## src/design/ptss_pkg.sv

```systemverilog
`timescale 1ns / 1ps
// Shared types, constants and register indexes for the pan/tilt slew sequencer.
package ptss_pkg;

  localparam int QUEUE_DEPTH_DEF = 8;

  localparam int PAN_W  = 9;
  localparam int TILT_W = 8;
  localparam int CHAR_W = 8;
  localparam int POS_W  = 10;
  localparam int CFG_W  = 16;
  localparam int CFG_IDX_W = 2;

  localparam logic [CFG_IDX_W-1:0] CFG_STEP_INTERVAL = 2'd0;
  localparam logic [CFG_IDX_W-1:0] CFG_IDLE_INTERVAL = 2'd1;

  localparam logic [CFG_W-1:0] STEP_INTERVAL_RST = 16'd100;
  localparam logic [CFG_W-1:0] IDLE_INTERVAL_RST = 16'd950;

  localparam logic [CHAR_W-1:0] ASCII_ZERO = 8'h30;
  localparam logic [CHAR_W-1:0] ASCII_NINE = 8'h39;

  // pan = trunc((2000 - 11x) / 50), tilt = trunc((y - 850) / 10)
  localparam int PAN_OFFSET  = 2000;
  localparam int PAN_SCALE   = 11;
  localparam int PAN_RECIP   = 20972;
  localparam int PAN_SHIFT   = 20;
  localparam int TILT_OFFSET = 850;
  localparam int TILT_RECIP  = 6554;
  localparam int TILT_SHIFT  = 16;

  typedef enum logic [1:0] {
    PH_IDLE = 2'd0,
    PH_PAN  = 2'd1,
    PH_TILT = 2'd2,
    PH_REST = 2'd3
  } phase_t;

  typedef struct packed {
    logic                     is_tick;
    logic signed [PAN_W-1:0]  pan_goal;
    logic signed [TILT_W-1:0] tilt_goal;
  } item_t;

endpackage

```

## src/design/pan_tilt_servo_slew_sequencer_unit.sv

```systemverilog
`timescale 1ns / 1ps
// Top level of the pan/tilt servo slew sequencer.
//
//   channel | handshake          | carries
//   --------+--------------------+-------------------------------------------
//   in      | in_valid/in_ready  | action, six ASCII position bytes
//   out     | out_valid/out_ready| pan/tilt writes, busy, command dropped
//   cfg     | cfg_valid/cfg_ready| register index and 16-bit data
//
// One request per cycle sustained while out_ready holds high; a taken request
// passes the parse register, a queue slot and then the result register in the
// sequencer. The scale multiply sits before the parse register, the
// reciprocal divides after it.
// Reset is synchronous; the command store holds no reset and needs no sweep.
// A stalled out channel fills the queue and then holds in_ready low.
// cfg_ready is always high.
module pan_tilt_servo_slew_sequencer_unit #(
  parameter int QUEUE_DEPTH = ptss_pkg::QUEUE_DEPTH_DEF
) (
  input  logic                                 clk,
  input  logic                                 rst_n,
  input  logic                                 in_valid,
  output logic                                 in_ready,
  input  logic                                 in_action,
  input  logic [ptss_pkg::CHAR_W-1:0]          in_x_char_hundreds,
  input  logic [ptss_pkg::CHAR_W-1:0]          in_x_char_tens,
  input  logic [ptss_pkg::CHAR_W-1:0]          in_x_char_ones,
  input  logic [ptss_pkg::CHAR_W-1:0]          in_y_char_hundreds,
  input  logic [ptss_pkg::CHAR_W-1:0]          in_y_char_tens,
  input  logic [ptss_pkg::CHAR_W-1:0]          in_y_char_ones,
  output logic                                 out_valid,
  input  logic                                 out_ready,
  output logic                                 out_pan_write_valid,
  output logic signed [ptss_pkg::PAN_W-1:0]    out_pan_angle_out,
  output logic                                 out_tilt_write_valid,
  output logic signed [ptss_pkg::TILT_W-1:0]   out_tilt_angle_out,
  output logic                                 out_busy_res,
  output logic                                 out_command_dropped,
  input  logic                                 cfg_valid,
  output logic                                 cfg_ready,
  input  logic [ptss_pkg::CFG_IDX_W-1:0]       cfg_index,
  input  logic [ptss_pkg::CFG_W-1:0]           cfg_data
);

  logic            push_valid, push_ready, pop_valid, pop_ready;
  ptss_pkg::item_t push_item, pop_item;

  ptss_front u_front (
    .clk               (clk),
    .rst_n             (rst_n),
    .in_valid          (in_valid),
    .in_ready          (in_ready),
    .in_action         (in_action),
    .in_x_char_hundreds(in_x_char_hundreds),
    .in_x_char_tens    (in_x_char_tens),
    .in_x_char_ones    (in_x_char_ones),
    .in_y_char_hundreds(in_y_char_hundreds),
    .in_y_char_tens    (in_y_char_tens),
    .in_y_char_ones    (in_y_char_ones),
    .push_valid        (push_valid),
    .push_ready        (push_ready),
    .push_item         (push_item)
  );

  ptss_link u_link (
    .clk       (clk),
    .rst_n     (rst_n),
    .push_valid(push_valid),
    .push_ready(push_ready),
    .push_item (push_item),
    .pop_valid (pop_valid),
    .pop_ready (pop_ready),
    .pop_item  (pop_item)
  );

  ptss_back #(
    .QUEUE_DEPTH(QUEUE_DEPTH)
  ) u_back (
    .clk                 (clk),
    .rst_n               (rst_n),
    .item_valid          (pop_valid),
    .item_ready          (pop_ready),
    .item                (pop_item),
    .cfg_valid           (cfg_valid),
    .cfg_ready           (cfg_ready),
    .cfg_index           (cfg_index),
    .cfg_data            (cfg_data),
    .out_valid           (out_valid),
    .out_ready           (out_ready),
    .out_pan_write_valid (out_pan_write_valid),
    .out_pan_angle_out   (out_pan_angle_out),
    .out_tilt_write_valid(out_tilt_write_valid),
    .out_tilt_angle_out  (out_tilt_angle_out),
    .out_busy_res        (out_busy_res),
    .out_command_dropped (out_command_dropped)
  );

endmodule

```

## src/design/ptss_ram.sv

```systemverilog
`timescale 1ns / 1ps
// Generic single-write, single-read RAM with registered read data.
module ptss_ram #(
  parameter int WIDTH = 17,
  parameter int DEPTH = 8
) (
  input  logic                                   clk,
  input  logic                                   we,
  input  logic [((DEPTH > 1) ? $clog2(DEPTH) : 1)-1:0] waddr,
  input  logic [WIDTH-1:0]                       wdata,
  input  logic [((DEPTH > 1) ? $clog2(DEPTH) : 1)-1:0] raddr,
  output logic [WIDTH-1:0]                       rdata
);

  logic [WIDTH-1:0] mem [DEPTH];

  always_ff @(posedge clk) begin
    if (we) begin
      mem[waddr] <= wdata;
    end
    rdata <= mem[raddr];
  end

endmodule

```

## src/design/ptss_front.sv

```systemverilog
`timescale 1ns / 1ps
// Front end: takes requests, parses ASCII positions and maps them to servo goals.
module ptss_front (
  input  logic                          clk,
  input  logic                          rst_n,
  input  logic                          in_valid,
  output logic                          in_ready,
  input  logic                          in_action,
  input  logic [ptss_pkg::CHAR_W-1:0]   in_x_char_hundreds,
  input  logic [ptss_pkg::CHAR_W-1:0]   in_x_char_tens,
  input  logic [ptss_pkg::CHAR_W-1:0]   in_x_char_ones,
  input  logic [ptss_pkg::CHAR_W-1:0]   in_y_char_hundreds,
  input  logic [ptss_pkg::CHAR_W-1:0]   in_y_char_tens,
  input  logic [ptss_pkg::CHAR_W-1:0]   in_y_char_ones,
  output logic                          push_valid,
  input  logic                          push_ready,
  output ptss_pkg::item_t               push_item
);

  function automatic logic [ptss_pkg::POS_W-1:0] parse3(
    input logic [ptss_pkg::CHAR_W-1:0] a,
    input logic [ptss_pkg::CHAR_W-1:0] b,
    input logic [ptss_pkg::CHAR_W-1:0] c
  );
    logic da, db, dc;
    logic [ptss_pkg::POS_W-1:0] va, vb, vc;
    da = (a >= ptss_pkg::ASCII_ZERO) && (a <= ptss_pkg::ASCII_NINE);
    db = (b >= ptss_pkg::ASCII_ZERO) && (b <= ptss_pkg::ASCII_NINE);
    dc = (c >= ptss_pkg::ASCII_ZERO) && (c <= ptss_pkg::ASCII_NINE);
    va = {6'd0, a[3:0]};
    vb = {6'd0, b[3:0]};
    vc = {6'd0, c[3:0]};
    if (!da) begin
      parse3 = '0;
    end else if (!db) begin
      parse3 = va;
    end else if (!dc) begin
      parse3 = va * 10'd10 + vb;
    end else begin
      parse3 = va * 10'd100 + vb * 10'd10 + vc;
    end
  endfunction

  logic [ptss_pkg::POS_W-1:0] x_pos, y_pos;
  logic [13:0]        x_scaled;
  logic signed [14:0] pan_num;
  logic signed [10:0] tilt_num;
  logic               in_fire;

  logic               s1_valid_r, s1_valid_nxt;
  logic               s1_tick_r;
  logic               s1_pan_neg_r;
  logic [13:0]        s1_pan_mag_r;
  logic               s1_tilt_neg_r;
  logic [9:0]         s1_tilt_mag_r;

  logic [28:0]        pan_prod;
  logic [22:0]        tilt_prod;
  logic [7:0]         pan_quo;
  logic [6:0]         tilt_quo;

  assign in_ready = !s1_valid_r || push_ready;
  assign in_fire  = in_valid && in_ready;

  always_comb begin
    x_pos    = parse3(in_x_char_hundreds, in_x_char_tens, in_x_char_ones);
    y_pos    = parse3(in_y_char_hundreds, in_y_char_tens, in_y_char_ones);
    x_scaled = {4'd0, x_pos} * 14'(ptss_pkg::PAN_SCALE);
    pan_num  = 15'(ptss_pkg::PAN_OFFSET) - $signed({1'b0, x_scaled});
    tilt_num = $signed({1'b0, y_pos}) - 11'(ptss_pkg::TILT_OFFSET);
  end

  assign s1_valid_nxt = in_fire ? 1'b1 : (push_ready ? 1'b0 : s1_valid_r);

  always_ff @(posedge clk) begin
    if (!rst_n) begin
      s1_valid_r <= 1'b0;
    end else begin
      s1_valid_r <= s1_valid_nxt;
    end
  end

  always_ff @(posedge clk) begin
    if (in_fire) begin
      s1_tick_r     <= in_action;
      s1_pan_neg_r  <= pan_num[14];
      s1_pan_mag_r  <= pan_num[14] ? 14'(-pan_num) : pan_num[13:0];
      s1_tilt_neg_r <= tilt_num[10];
      s1_tilt_mag_r <= tilt_num[10] ? 10'(-tilt_num) : tilt_num[9:0];
    end
  end

  // Divide by 50 and by 10 through reciprocal multiplies, exact over the input range
  always_comb begin
    pan_prod  = {15'd0, s1_pan_mag_r} * 29'(ptss_pkg::PAN_RECIP);
    tilt_prod = {13'd0, s1_tilt_mag_r} * 23'(ptss_pkg::TILT_RECIP);
    pan_quo   = pan_prod[ptss_pkg::PAN_SHIFT +: 8];
    tilt_quo  = tilt_prod[ptss_pkg::TILT_SHIFT +: 7];
    push_item.is_tick   = s1_tick_r;
    push_item.pan_goal  = s1_pan_neg_r ? -$signed({1'b0, pan_quo}) : $signed({1'b0, pan_quo});
    push_item.tilt_goal = s1_tilt_neg_r ? -$signed({1'b0, tilt_quo})
                                        : $signed({1'b0, tilt_quo});
  end

  assign push_valid = s1_valid_r;

endmodule

```

## src/design/ptss_link.sv

```systemverilog
`timescale 1ns / 1ps
// Two-entry request queue between the front end and the sequencer.
module ptss_link (
  input  logic            clk,
  input  logic            rst_n,
  input  logic            push_valid,
  output logic            push_ready,
  input  ptss_pkg::item_t push_item,
  output logic            pop_valid,
  input  logic            pop_ready,
  output ptss_pkg::item_t pop_item
);

  ptss_pkg::item_t slot_r [2];
  logic       wr_ptr_r, wr_ptr_nxt;
  logic       rd_ptr_r, rd_ptr_nxt;
  logic [1:0] cnt_r, cnt_nxt;
  logic       push, pop;

  assign push_ready = (cnt_r != 2'd2);
  assign pop_valid  = (cnt_r != 2'd0);
  assign push       = push_valid && push_ready;
  assign pop        = pop_valid && pop_ready;
  assign pop_item   = slot_r[rd_ptr_r];

  always_comb begin
    wr_ptr_nxt = push ? !wr_ptr_r : wr_ptr_r;
    rd_ptr_nxt = pop ? !rd_ptr_r : rd_ptr_r;
    cnt_nxt    = cnt_r + {1'b0, push} - {1'b0, pop};
  end

  always_ff @(posedge clk) begin
    if (!rst_n) begin
      wr_ptr_r <= 1'b0;
      rd_ptr_r <= 1'b0;
      cnt_r    <= 2'd0;
    end else begin
      wr_ptr_r <= wr_ptr_nxt;
      rd_ptr_r <= rd_ptr_nxt;
      cnt_r    <= cnt_nxt;
    end
  end

  always_ff @(posedge clk) begin
    if (push) begin
      slot_r[wr_ptr_r] <= push_item;
    end
  end

endmodule

```

## src/design/ptss_back.sv

```systemverilog
`timescale 1ns / 1ps
// Sequencer: command store, slew state machine, wait counter and result register.
module ptss_back #(
  parameter int QUEUE_DEPTH = ptss_pkg::QUEUE_DEPTH_DEF
) (
  input  logic                                 clk,
  input  logic                                 rst_n,
  input  logic                                 item_valid,
  output logic                                 item_ready,
  input  ptss_pkg::item_t                      item,
  input  logic                                 cfg_valid,
  output logic                                 cfg_ready,
  input  logic [ptss_pkg::CFG_IDX_W-1:0]       cfg_index,
  input  logic [ptss_pkg::CFG_W-1:0]           cfg_data,
  output logic                                 out_valid,
  input  logic                                 out_ready,
  output logic                                 out_pan_write_valid,
  output logic signed [ptss_pkg::PAN_W-1:0]    out_pan_angle_out,
  output logic                                 out_tilt_write_valid,
  output logic signed [ptss_pkg::TILT_W-1:0]   out_tilt_angle_out,
  output logic                                 out_busy_res,
  output logic                                 out_command_dropped
);

  localparam int PtrW = (QUEUE_DEPTH > 1) ? $clog2(QUEUE_DEPTH) : 1;
  localparam int CntW = $clog2(QUEUE_DEPTH + 1);
  localparam int PanW = ptss_pkg::PAN_W;
  localparam int TiltW = ptss_pkg::TILT_W;
  localparam int CmdW = PanW + TiltW;

  logic [ptss_pkg::CFG_W-1:0] step_r, idle_r;

  ptss_pkg::phase_t phase_r, phase_nxt;
  logic [ptss_pkg::CFG_W-1:0] wait_r, wait_nxt;
  logic signed [PanW-1:0]  pan_cur_r, pan_cur_nxt, pan_goal_r, pan_goal_nxt;
  logic signed [TiltW-1:0] tilt_cur_r, tilt_cur_nxt, tilt_goal_r, tilt_goal_nxt;

  logic [PtrW-1:0] rd_r, rd_nxt, wr_r, wr_nxt;
  logic [CntW-1:0] cnt_r, cnt_nxt;
  logic            byp_r, byp_nxt;
  logic [CmdW-1:0] byp_data_r, ram_rdata, head, cmd_wdata;

  logic fire, cmd_fire, tick_fire, act, push, pop, dropped;
  logic q_full, q_empty, pollable;
  logic pan_diff, tilt_diff, hp_diff, ht_diff;
  logic signed [PanW-1:0]  head_pan, pan_step, pan_val;
  logic signed [TiltW-1:0] head_tilt, tilt_step, tilt_val;
  logic pan_wr, tilt_wr, busy;

  logic                    out_valid_r;
  logic                    out_pan_wr_r, out_tilt_wr_r, out_busy_r, out_drop_r;
  logic signed [PanW-1:0]  out_pan_r;
  logic signed [TiltW-1:0] out_tilt_r;

  assign item_ready = !out_valid_r || out_ready;
  assign fire       = item_valid && item_ready;
  assign cmd_fire   = fire && !item.is_tick;
  assign tick_fire  = fire && item.is_tick;
  assign act        = tick_fire && (wait_r == '0);

  assign q_full   = (cnt_r == CntW'(QUEUE_DEPTH));
  assign q_empty  = (cnt_r == '0);
  assign push     = cmd_fire && !q_full;
  assign dropped  = cmd_fire && q_full;
  assign pollable = phase_r inside {ptss_pkg::PH_IDLE, ptss_pkg::PH_REST};
  assign pop      = act && pollable && !q_empty;

  assign cmd_wdata = {item.tilt_goal, item.pan_goal};
  assign head      = byp_r ? byp_data_r : ram_rdata;
  assign head_pan  = head[PanW-1:0];
  assign head_tilt = head[CmdW-1:PanW];

  assign pan_diff  = (pan_cur_r != pan_goal_r);
  assign tilt_diff = (tilt_cur_r != tilt_goal_r);
  assign hp_diff   = (head_pan != pan_cur_r);
  assign ht_diff   = (head_tilt != tilt_cur_r);

  // Phase transitions
  always_comb begin
    phase_nxt = phase_r;
    if (act) begin
      case (phase_r)
        ptss_pkg::PH_PAN: begin
          if (!pan_diff) begin
            phase_nxt = tilt_diff ? ptss_pkg::PH_TILT : ptss_pkg::PH_REST;
          end
        end
        ptss_pkg::PH_TILT: begin
          if (!tilt_diff) begin
            phase_nxt = ptss_pkg::PH_REST;
          end
        end
        default: begin
          if (q_empty) begin
            phase_nxt = ptss_pkg::PH_REST;
          end else if (hp_diff) begin
            phase_nxt = ptss_pkg::PH_PAN;
          end else if (ht_diff) begin
            phase_nxt = ptss_pkg::PH_TILT;
          end else begin
            phase_nxt = ptss_pkg::PH_REST;
          end
        end
      endcase
    end
  end

  // Servo writes, angles, wait counter and command store pointers
  always_comb begin
    pan_step  = (pan_goal_r > pan_cur_r) ? pan_cur_r + PanW'(1) : pan_cur_r - PanW'(1);
    tilt_step = (tilt_goal_r > tilt_cur_r) ? tilt_cur_r + TiltW'(1) : tilt_cur_r - TiltW'(1);

    pan_wr  = act && (((phase_r == ptss_pkg::PH_PAN) && pan_diff) || (pop && hp_diff));
    tilt_wr = act && (((phase_r == ptss_pkg::PH_PAN) && !pan_diff && tilt_diff) ||
                      ((phase_r == ptss_pkg::PH_TILT) && tilt_diff) ||
                      (pop && !hp_diff && ht_diff));
    pan_val  = (phase_r == ptss_pkg::PH_PAN) ? pan_step : pan_cur_r;
    tilt_val = (phase_r == ptss_pkg::PH_TILT) ? tilt_step : tilt_cur_r;

    pan_cur_nxt  = (act && (phase_r == ptss_pkg::PH_PAN) && pan_diff) ? pan_step : pan_cur_r;
    tilt_cur_nxt = (act && (phase_r == ptss_pkg::PH_TILT) && tilt_diff) ? tilt_step
                                                                         : tilt_cur_r;
    pan_goal_nxt  = pop ? head_pan : pan_goal_r;
    tilt_goal_nxt = pop ? head_tilt : tilt_goal_r;

    wait_nxt = wait_r;
    if (tick_fire) begin
      if (wait_r != '0) begin
        wait_nxt = wait_r - 16'd1;
      end else if (phase_nxt == ptss_pkg::PH_REST) begin
        wait_nxt = idle_r;
      end else begin
        wait_nxt = step_r;
      end
    end

    busy = (wait_nxt != '0) || (phase_nxt == ptss_pkg::PH_PAN) ||
           (phase_nxt == ptss_pkg::PH_TILT);

    rd_nxt = rd_r;
    if (pop) begin
      rd_nxt = (rd_r == PtrW'(QUEUE_DEPTH - 1)) ? '0 : rd_r + PtrW'(1);
    end
    wr_nxt = wr_r;
    if (push) begin
      wr_nxt = (wr_r == PtrW'(QUEUE_DEPTH - 1)) ? '0 : wr_r + PtrW'(1);
    end
    cnt_nxt = cnt_r + CntW'(push) - CntW'(pop);
    // A write to the slot about to be read misses the registered RAM read data, so it is bypassed
    byp_nxt = push && (wr_r == rd_nxt);
  end

  ptss_ram #(
    .WIDTH(CmdW),
    .DEPTH(QUEUE_DEPTH)
  ) u_cmd_ram (
    .clk  (clk),
    .we   (push),
    .waddr(wr_r),
    .wdata(cmd_wdata),
    .raddr(rd_nxt),
    .rdata(ram_rdata)
  );

  always_ff @(posedge clk) begin
    if (!rst_n) begin
      step_r      <= ptss_pkg::STEP_INTERVAL_RST;
      idle_r      <= ptss_pkg::IDLE_INTERVAL_RST;
      phase_r     <= ptss_pkg::PH_IDLE;
      wait_r      <= '0;
      pan_cur_r   <= '0;
      tilt_cur_r  <= '0;
      pan_goal_r  <= '0;
      tilt_goal_r <= '0;
      rd_r        <= '0;
      wr_r        <= '0;
      cnt_r       <= '0;
      byp_r       <= 1'b0;
      out_valid_r <= 1'b0;
    end else begin
      if (cfg_valid) begin
        case (cfg_index)
          ptss_pkg::CFG_STEP_INTERVAL: step_r <= cfg_data;
          ptss_pkg::CFG_IDLE_INTERVAL: idle_r <= cfg_data;
          default: ;
        endcase
      end
      phase_r     <= phase_nxt;
      wait_r      <= wait_nxt;
      pan_cur_r   <= pan_cur_nxt;
      tilt_cur_r  <= tilt_cur_nxt;
      pan_goal_r  <= pan_goal_nxt;
      tilt_goal_r <= tilt_goal_nxt;
      rd_r        <= rd_nxt;
      wr_r        <= wr_nxt;
      cnt_r       <= cnt_nxt;
      byp_r       <= byp_nxt;
      out_valid_r <= fire ? 1'b1 : (out_ready ? 1'b0 : out_valid_r);
    end
  end

  always_ff @(posedge clk) begin
    if (push) begin
      byp_data_r <= cmd_wdata;
    end
    if (fire) begin
      out_pan_wr_r  <= pan_wr;
      out_pan_r     <= pan_wr ? pan_val : '0;
      out_tilt_wr_r <= tilt_wr;
      out_tilt_r    <= tilt_wr ? tilt_val : '0;
      out_busy_r    <= busy;
      out_drop_r    <= dropped;
    end
  end

  assign cfg_ready            = 1'b1;
  assign out_valid            = out_valid_r;
  assign out_pan_write_valid  = out_pan_wr_r;
  assign out_pan_angle_out    = out_pan_r;
  assign out_tilt_write_valid = out_tilt_wr_r;
  assign out_tilt_angle_out   = out_tilt_r;
  assign out_busy_res         = out_busy_r;
  assign out_command_dropped  = out_drop_r;

endmodule

```

## config.mk

```make
export PLATFORM = sky130hd
export DESIGN_NAME = pan_tilt_servo_slew_sequencer_unit
export DESIGN_NICKNAME = d
export VERILOG_FILES = /design/src/design/ptss_pkg.sv /design/src/design/pan_tilt_servo_slew_sequencer_unit.sv /design/src/design/ptss_ram.sv /design/src/design/ptss_front.sv /design/src/design/ptss_link.sv /design/src/design/ptss_back.sv
export SDC_FILE = /design/constraint.sdc
export NUM_CORES = 1
export LEC_CHECK = 0
export BUFFER_PORTS_ARGS = -buffer_cell sky130_fd_sc_hd__buf_2
export CAP_MARGIN = 25
export CORE_MARGIN = 10
export CORE_UTILIZATION = 59
export CTS_BUF_LIST = sky130_fd_sc_hd__clkbuf_8
export DETAILED_ROUTE_END_ITERATION = 6
export PLACE_DENSITY = 0.9
export SYNTH_ARGS = -nofsm -noshare
export SYNTH_HDL_FRONTEND = slang
export SYNTH_SLANG_ARGS = --single-unit
```

## constraint.sdc

```tcl
create_clock -name clk -period 5.7 [get_ports clk]
set_input_delay 0.855 -clock clk [delete_from_list [all_inputs] [get_ports clk]]
set_output_delay 0.855 -clock clk [all_outputs]
set_load 0.03 [all_outputs]
```

Yosys cells after proc, flatten, opt, wreduce, memory -nomap -nowiden:

Memory sizes are Yosys's and may differ from the RTL's. A register that Yosys moved wholly into a read port is not among the register bits.
Cells that the tools add are included.

* register bits after elaboration: 166
* bits in writable memories: 172
* input port bits: 72
* output and inout bits: 24
* logic and storage cells: 190
* memories: 2

Memories
* u_back.u_cmd_ram.mem: depth 8, width 17, read ports 1, clocked after memory_dff 1, wr ports 1, line ptss_ram.sv:15 `logic [WIDTH-1:0] mem [DEPTH];`
* u_link.slot_r: depth 2, width 18, read ports 1, clocked after memory_dff 1, wr ports 1, line ptss_link.sv:14 `ptss_pkg::item_t slot_r [2];`

* add/sub/neg operators: 23
* $mul: 9
* $lt $le $gt $ge: 14
* equal/unequal tests: 16
* mux-type cells: 39
* reductions and logical operators: 58

Operator list (number)
* 10-bit two-way mux: 7
* 8-bit by 6-bit >= comparator with 1-bit output (second input constant): 6
* 8-bit by 6-bit less-or-equal comparator with 1-bit output (second input constant): 6
* 16-bit two-way mux: 3
* 16-bit nonzero test: 2
* 1-bit logical AND: 30
* 4-bit by 3-bit multiplier with 7-bit output (second input constant): 4
* 9-bit two-way mux: 3
* 14-bit by 13-bit multiplier with 26-bit output (second input constant): 1
* 8-bit two-way mux: 3
* 10-bit by 12-bit multiplier with 22-bit output (second input constant): 1
* 10-bit by 4-bit adder with 10-bit output: 2
* 10-bit by 8-bit adder with 10-bit output: 2
* 8-bit by 4-bit adder with 9-bit output: 2
* 9-bit inequality test: 2
* 17-bit two-way mux: 1
* 16-bit zero test: 1
* 4-bit by 5-bit multiplier with 8-bit output (second input constant): 2
* 8-bit inequality test: 2
* 16-bit by 1-bit subtractor with 16-bit output (second input constant): 1
* 11-bit by 14-bit subtractor with 15-bit output (first input constant): 1
* 10-bit by 4-bit multiplier with 14-bit output (second input constant): 1
* 14-bit two-way mux: 1
* 14-bit negation: 1
* 31 further kinds: 74

Depth between registers and ports, before layout:

* word-level depth: 14
* gate-level depth with buffers: 26
* depth with buffers taken out: 26

By module:

A second synthesis with hierarchy kept.

* cells, all modules: 2233
* area total of the unflattened synthesis: 24765.0 um^2

Modules (own cells, without submodules)
* ptss_front: times used 1, cells each 1114, area each 10287.4 um^2, seq. area each 830.8 um^2
* ptss_back: times used 1, cells each 806, area each 7318.3 um^2, seq. area each 3062.9 um^2
* ptss_ram: times used 1, cells each 227, area each 5599.1 um^2, seq. area each 4424.2 um^2
* ptss_link: times used 1, cells each 86, area each 1560.2 um^2, seq. area each 1181.1 um^2

Worst setup path before layout:

No wires, ideal clock.

* path type: input-to-reg
* start: in in_x_char_tens[1] in the netlist's numbering
* end: reg u_front.s1_pan_mag_r[13] (data pin)
* setup time: 0.262 ns
* arrival: 5.856 ns
* required time: 5.438 ns
* setup slack: -0.418 ns
* stages on the path: 21
* path buffers: 0
* cells stage by stage: ha_1 -> ha_1 -> fa_1 -> ha_1 -> ha_1 -> xnor2_1 -> nor2_1 -> a211o_1 -> fa_1 -> inv_1 -> fa_1 -> inv_1 -> ha_1 -> a21boi_0 -> nor2_1 -> or4b_1 -> nor2_1 -> nor4b_2 -> and3b_1 -> o31ai_1 -> xnor2_1

* cells in the longest elaborated chain, start to end: 10
* elaborated cells between the ends (all ways): 14
* classes of those cells: 5 x add/sub; 2 x mul; 2 x order compare; 4 x mux; 1 x reduce/logical

Ends and longest elaborated chain
* from (decl): line pan_tilt_servo_slew_sequencer_unit.sv:26 `input logic [ptss_pkg::CHAR_W-1:0] in_x_char_tens,`
* 4-bit by 3-bit multiplier with 7-bit output: line ptss_front.sv:40 `parse3 = va * 10'd100 + vb * 10'd10 + vc;`
* 10-bit by 8-bit adder with 10-bit output: line ptss_front.sv:40
* 10-bit by 4-bit adder with 10-bit output: line ptss_front.sv:40
* 10-bit two-way mux: line ptss_front.sv:37 `end else if (!dc) begin`
* 10-bit two-way mux (*): line ptss_front.sv:35 `end else if (!db) begin`
* 10-bit two-way mux (*): line ptss_front.sv:33 `if (!da) begin`
* 10-bit by 4-bit multiplier with 14-bit output (*): line ptss_front.sv:68 `x_scaled = {4'd0, x_pos} * 14'(ptss_pkg::PAN_SCALE);`
* 11-bit by 14-bit subtractor with 15-bit output (*): line ptss_front.sv:69 `pan_num = 15'(ptss_pkg::PAN_OFFSET) - $signed({1'b0, x_scaled});`
* 14-bit negation: line ptss_front.sv:87 `s1_pan_mag_r <= pan_num[14] ? 14'(-pan_num) : pan_num[13:0];`
* 14-bit two-way mux (*): line ptss_front.sv:87
* to (signal assigned): line ptss_front.sv:87
* to (decl): line ptss_front.sv:53 `logic [13:0] s1_pan_mag_r;`

Mark *: on every way between the ends. The rest lies on a longest branch, timed or not.
A chain may end at the register's enable or synchronous reset.

==> results.txt <==
The synthesis-to-layout area growth came out at 15.3%. The clock tree synthesis step divided the H-tree into 2 levels. The worst pin sits at a relative slew slack of 0.353. The slack of the worst reg-to-reg path came out at -450 ps. The synthesized instance count is 2374.

For the worst flop-to-flop path, the logic depth is 19. The number of nets in the finished design is 3077. The worst reg2reg path endpoint is u_link.slot_r[1][13]$_DFFE_PP_. Once detailed placement completed, the half-perimeter wirelength came to 42400 um. The critical path starts at u_front.s1_pan_mag_r[10]$_DFFE_PP_. The smallest clock period supported by the final layout is computed as 6150 ps.

The residual DRC count is 0. The routed wirelength normalized by instance count is 20.4 um. The synthesized area per cell came out at 10.3 um2. The met2 usage in global routing came out at 0.417.

The number of sinks handled by clock tree synthesis came out at 356. The cell repeated most along the worst path is sky130_fd_sc_hd__fa_1. Across all hold checks on the routed design, the worst slack comes to 402 ps. The maximum count of clock buffers along a single path came out at 3.

The transition time at the pin with the least slew margin is 968 ps. The largest net degree at the start of global routing is 81. The number of flops mapped to enable cells by yosys is 237. The sum of buffers and inverters on the critical path came out at 4. The layer flagged by global routing as most heavily used is met2. The tightest min-delay check is of the in2reg type.

The number of endpoints with negative hold slack in the final report is 0. The cell sitting at the root of the clock tree is a sky130_fd_sc_hd__clkbuf_8. For hold timing, the worst endpoint is u_front.s1_tick_r$_DFFE_PP_.

For this run, asynchronously set or reset flops after synthesis account for 0. The wire length of the first global-routing pass is 94200 um. The critical path goes through buf_6, fa_1, ha_1, inv_1, fa_1, inv_1, fa_1, fa_1, ha_4, a21o_1, a21o_1, a21oi_4, mux2i_1, nand4_1, o221ai_4, inv_2, a311o_1, a221oi_2, xnor2_2.

The worst setup margin came out at -446 ps. For this configuration, the core starts out at a cell density of 0.598. The initial antenna violation count came out at 2. The total of hold buffers inserted after clock tree synthesis came out at 0. The total overflow reported by the global router is 0.

The startpoint identified for the worst register-to-register timing path is u_front.s1_pan_mag_r[10]$_DFFE_PP_. The I/O pin count came out at 96. The total setup violations reported at the end of the flow came out at 18. The CTS tree is yes.

The arrival time of the worst setup path came out at 6480 ps. The met3 capacity usage during global routing came out at 0.0384. The largest single stage delay on the critical path is 610 ps.

The maximum operating frequency came out at 163 MHz. Setup repair after global routing could not meet its margin everywhere. In this run the tool buffered the top-level ports with 94 buffer cells.

The synthesized netlist occupies a cell area of 0.0245 mm2. The checks that failed: negative setup slack. The DRC marker count from the first detailed-route iteration is 1745. In this run the most critical hold path is launched from in_action.

The required time reported for the critical path endpoint is 6040 ps. The number of standard-cell rows in the floorplan is 74. The average vias per placed instance is 6.13. The routability-driven placement congestion ratio is 0.935. The run finished, with violations left.

The instance area after placement is 0.0264 mm2. The cell depth of the worst hold path is 1. The maximum resistive drop on vdd is 0.381 mV. The number of global-route vias before repair is 19900. The die is 224 um wide.

In the final layout, the share of cells above drive strength 1 is 0.180. The post-detailed-routing wire length came out at 64600 um. The flip-flop and latch count after synthesis is 356. Dividing the final minimum period by the clock period gives 1.08. The setup path with the least slack is of type reg2reg. Measured along the y axis, the die boundary spans 224 um. The highest fanout seen on the critical path came out at 4.

On the critical path, the stage with the largest delay is an instance of sky130_fd_sc_hd__fa_1. The clock transition at the registers of the reported paths is 60 ps. The kind of cell with the highest combined delay along the critical path is adder cells. The most used flip-flop cell after synthesis is sky130_fd_sc_hd__edfxtp_1.

In this run the standard cell core region covers 0.0409 mm2. The clock network latency to the later pin of the worst-skew pair is 630 ps. The first TritonRoute pass finished after 6 iterations. The distinct cell type count of the synthesized netlist came out at 91. The number of nets produced by synthesis is 2861.

Power spread over the standard cell area amounts to 494 mW/mm2. The post-layout utilization of the core is 0.690. The global-route usage over all layers came out at 0.224. The overall via count from detail_route is 19400.

The full die area is 0.0500 mm2. Yosys printed 0 warnings. The cell area after layout is 0.0282 mm2. The number of routed nets with antenna violations is 0. Across the run, the number of max-cap violations was 0.

STA classifies the critical path endpoint as a register. For this run, the register share of the synthesized area comes to 0.388. For met1 alone, demand over resource in global routing was 0.243.

The worst setup path is launched from a register. The clock buffer count from CTS came out at 54. The number of pins exceeding their max-slew limit in the final report is 0. The setup TNS came out at -4390 ps. The critical path crosses 19 cells after its start point.

After filler insertion, the fill cell instance count of the layout stands at 2522. The static power due to leakage is 12.1 nW. The worst setup skew after layout came out at 50.9 ps.
## stage by stage
step	total power [W]	setup slack, ps	cells
final	0.0139	-446	3165
after CTS	0.0126	4.38	3148
after detailed placement	0.0104	-627	3048
after floorplan	0.00857	-155	2374
after global routing	0.0147	-514	3165
after global placement	0.00990	-414	3048
## state kept, by name (all words and copies together) (netlist names), 4 cells and up, named ones only
signal	cells
u_back.byp_data_r	17
u_back.out_tilt_angle_out	8
u_back.u_cmd_ram.mem	136
u_back.idle_r	16
u_link.slot_r	36
u_front.s1_tilt_mag_r	10
u_back.pan_goal_r	9
u_back.tilt_cur_r	8
u_back.cnt_r	4
u_back.pan_cur_r	9
u_back.out_pan_angle_out	9
u_back.step_r	16
u_back.u_cmd_ram.rdata	17
u_front.s1_pan_mag_r	14
u_back.tilt_goal_r	8
u_back.wait_r	16
## worst max-delay path by stage
stage,slack (ps),to
final,-450,u_link.slot_r[1][13]$_DFFE_PP_
after global routing,-510,u_link.slot_r[1][13]$_DFFE_PP_
after CTS,4,u_link.slot_r[1][7]$_DFFE_PP_
after detailed placement,-630,u_front.s1_pan_mag_r[3]$_DFFE_PP_
after global placement,-410,u_front.s1_pan_mag_r[13]$_DFFE_PP_
after floorplan,-160,u_front.s1_pan_mag_r[13]$_DFFE_PP_
## per-layer routing
metal  vias to the layer above  wire (um)
li1                       8649          -
met1                      9320      22300
met2                      1088      33500
met3                       358       4730
met4                         2       3990
met5                         -         11
## logic make-up after synthesis
logic type      after synthesis  synth area share
buf+inv                     337            0.0532
flops                       356             0.388
compound gates              322            0.0869
other cells                   1          0.000153
fa+ha+maj                   415             0.247
simple gates                720             0.140
xor+xnor                    142            0.0508
mux                          81            0.0346
## cell usage after synthesis (21+ instances only)
library cell,number,area share
sky130_fd_sc_hd__xor2_1,30,0.011
sky130_fd_sc_hd__inv_1,267,0.041
sky130_fd_sc_hd__nand3_1,112,0.023
sky130_fd_sc_hd__a211oi_1,30,0.0092
sky130_fd_sc_hd__mux2i_1,58,0.024
sky130_fd_sc_hd__nor2b_1,21,0.0054
sky130_fd_sc_hd__dfxtp_1,119,0.097
sky130_fd_sc_hd__fa_1,113,0.092
sky130_fd_sc_hd__clkbuf_1,51,0.0078
sky130_fd_sc_hd__nor2_1,139,0.021
sky130_fd_sc_hd__ha_1,302,0.15
sky130_fd_sc_hd__mux2_2,21,0.0097
sky130_fd_sc_hd__a21oi_1,99,0.020
sky130_fd_sc_hd__nand2_1,279,0.043
sky130_fd_sc_hd__nor3_1,33,0.0067
sky130_fd_sc_hd__xnor2_1,112,0.040
sky130_fd_sc_hd__edfxtp_1,237,0.29
sky130_fd_sc_hd__o21ai_0,62,0.013
## cell type report
type                            instances  area, um2  share of cell area
Multi-Input combinational cell       1681      14400               0.512
Sequential cell                       356       9500               0.337
Timing Repair Buffer                  227       1530              0.0543
Inverter                              270       1020              0.0362
Clock buffer                           63        867              0.0307
Tap cell                              532        666              0.0236
Clock inverter                         35        188             0.00665
Antenna cell                            1       2.50           0.0000887
## power by group
group          internal [W]  switching, W  total [W]
Clock               0.00109      0.000969    0.00206
Sequential          0.00351      0.000235    0.00374
Combinational       0.00320       0.00494    0.00814
## cell usage in the layout, fill, tap and decap left out, types with 10 or more instances in the layout
cell                         n
sky130_fd_sc_hd__a211oi_1   28
sky130_fd_sc_hd__a21o_1     19
sky130_fd_sc_hd__a21oi_1    84
sky130_fd_sc_hd__a21oi_2    12
sky130_fd_sc_hd__and2_1     20
sky130_fd_sc_hd__buf_2      90
sky130_fd_sc_hd__buf_4     125
sky130_fd_sc_hd__buf_6      11
sky130_fd_sc_hd__clkbuf_8   63
sky130_fd_sc_hd__dfxtp_1   119
sky130_fd_sc_hd__edfxtp_1  237
sky130_fd_sc_hd__fa_1      107
sky130_fd_sc_hd__ha_1      274
sky130_fd_sc_hd__ha_4       24
sky130_fd_sc_hd__inv_1     275
sky130_fd_sc_hd__inv_2      17
sky130_fd_sc_hd__mux2_2     21
sky130_fd_sc_hd__mux2i_1    56
sky130_fd_sc_hd__nand2_1   279
sky130_fd_sc_hd__nand2b_1   15
sky130_fd_sc_hd__nand3_1   112
sky130_fd_sc_hd__nand4_1    10
sky130_fd_sc_hd__nor2_1    135
sky130_fd_sc_hd__nor2b_1    20
sky130_fd_sc_hd__nor3_1     27
sky130_fd_sc_hd__o21a_1     14
sky130_fd_sc_hd__o21ai_0    55
sky130_fd_sc_hd__or3_1      14
sky130_fd_sc_hd__xnor2_1   109
sky130_fd_sc_hd__xor2_1     29
## worst register-to-register path, delay by kind of cell (launching register included)
kind,cells,cell delay (ps)
fa+ha+maj,6,2640
flops,1,510
simple gates,1,330
xor+xnor,1,140
mux,1,270
compound gates,6,1530
buf+inv,4,410
## what timing repair did
item	CTS	global route
gates resized for setup	13	113
pin swaps	11	59
setup endpoints to repair	15	28
buffers inserted	2	16
Power figures use the tool's default switching activity.
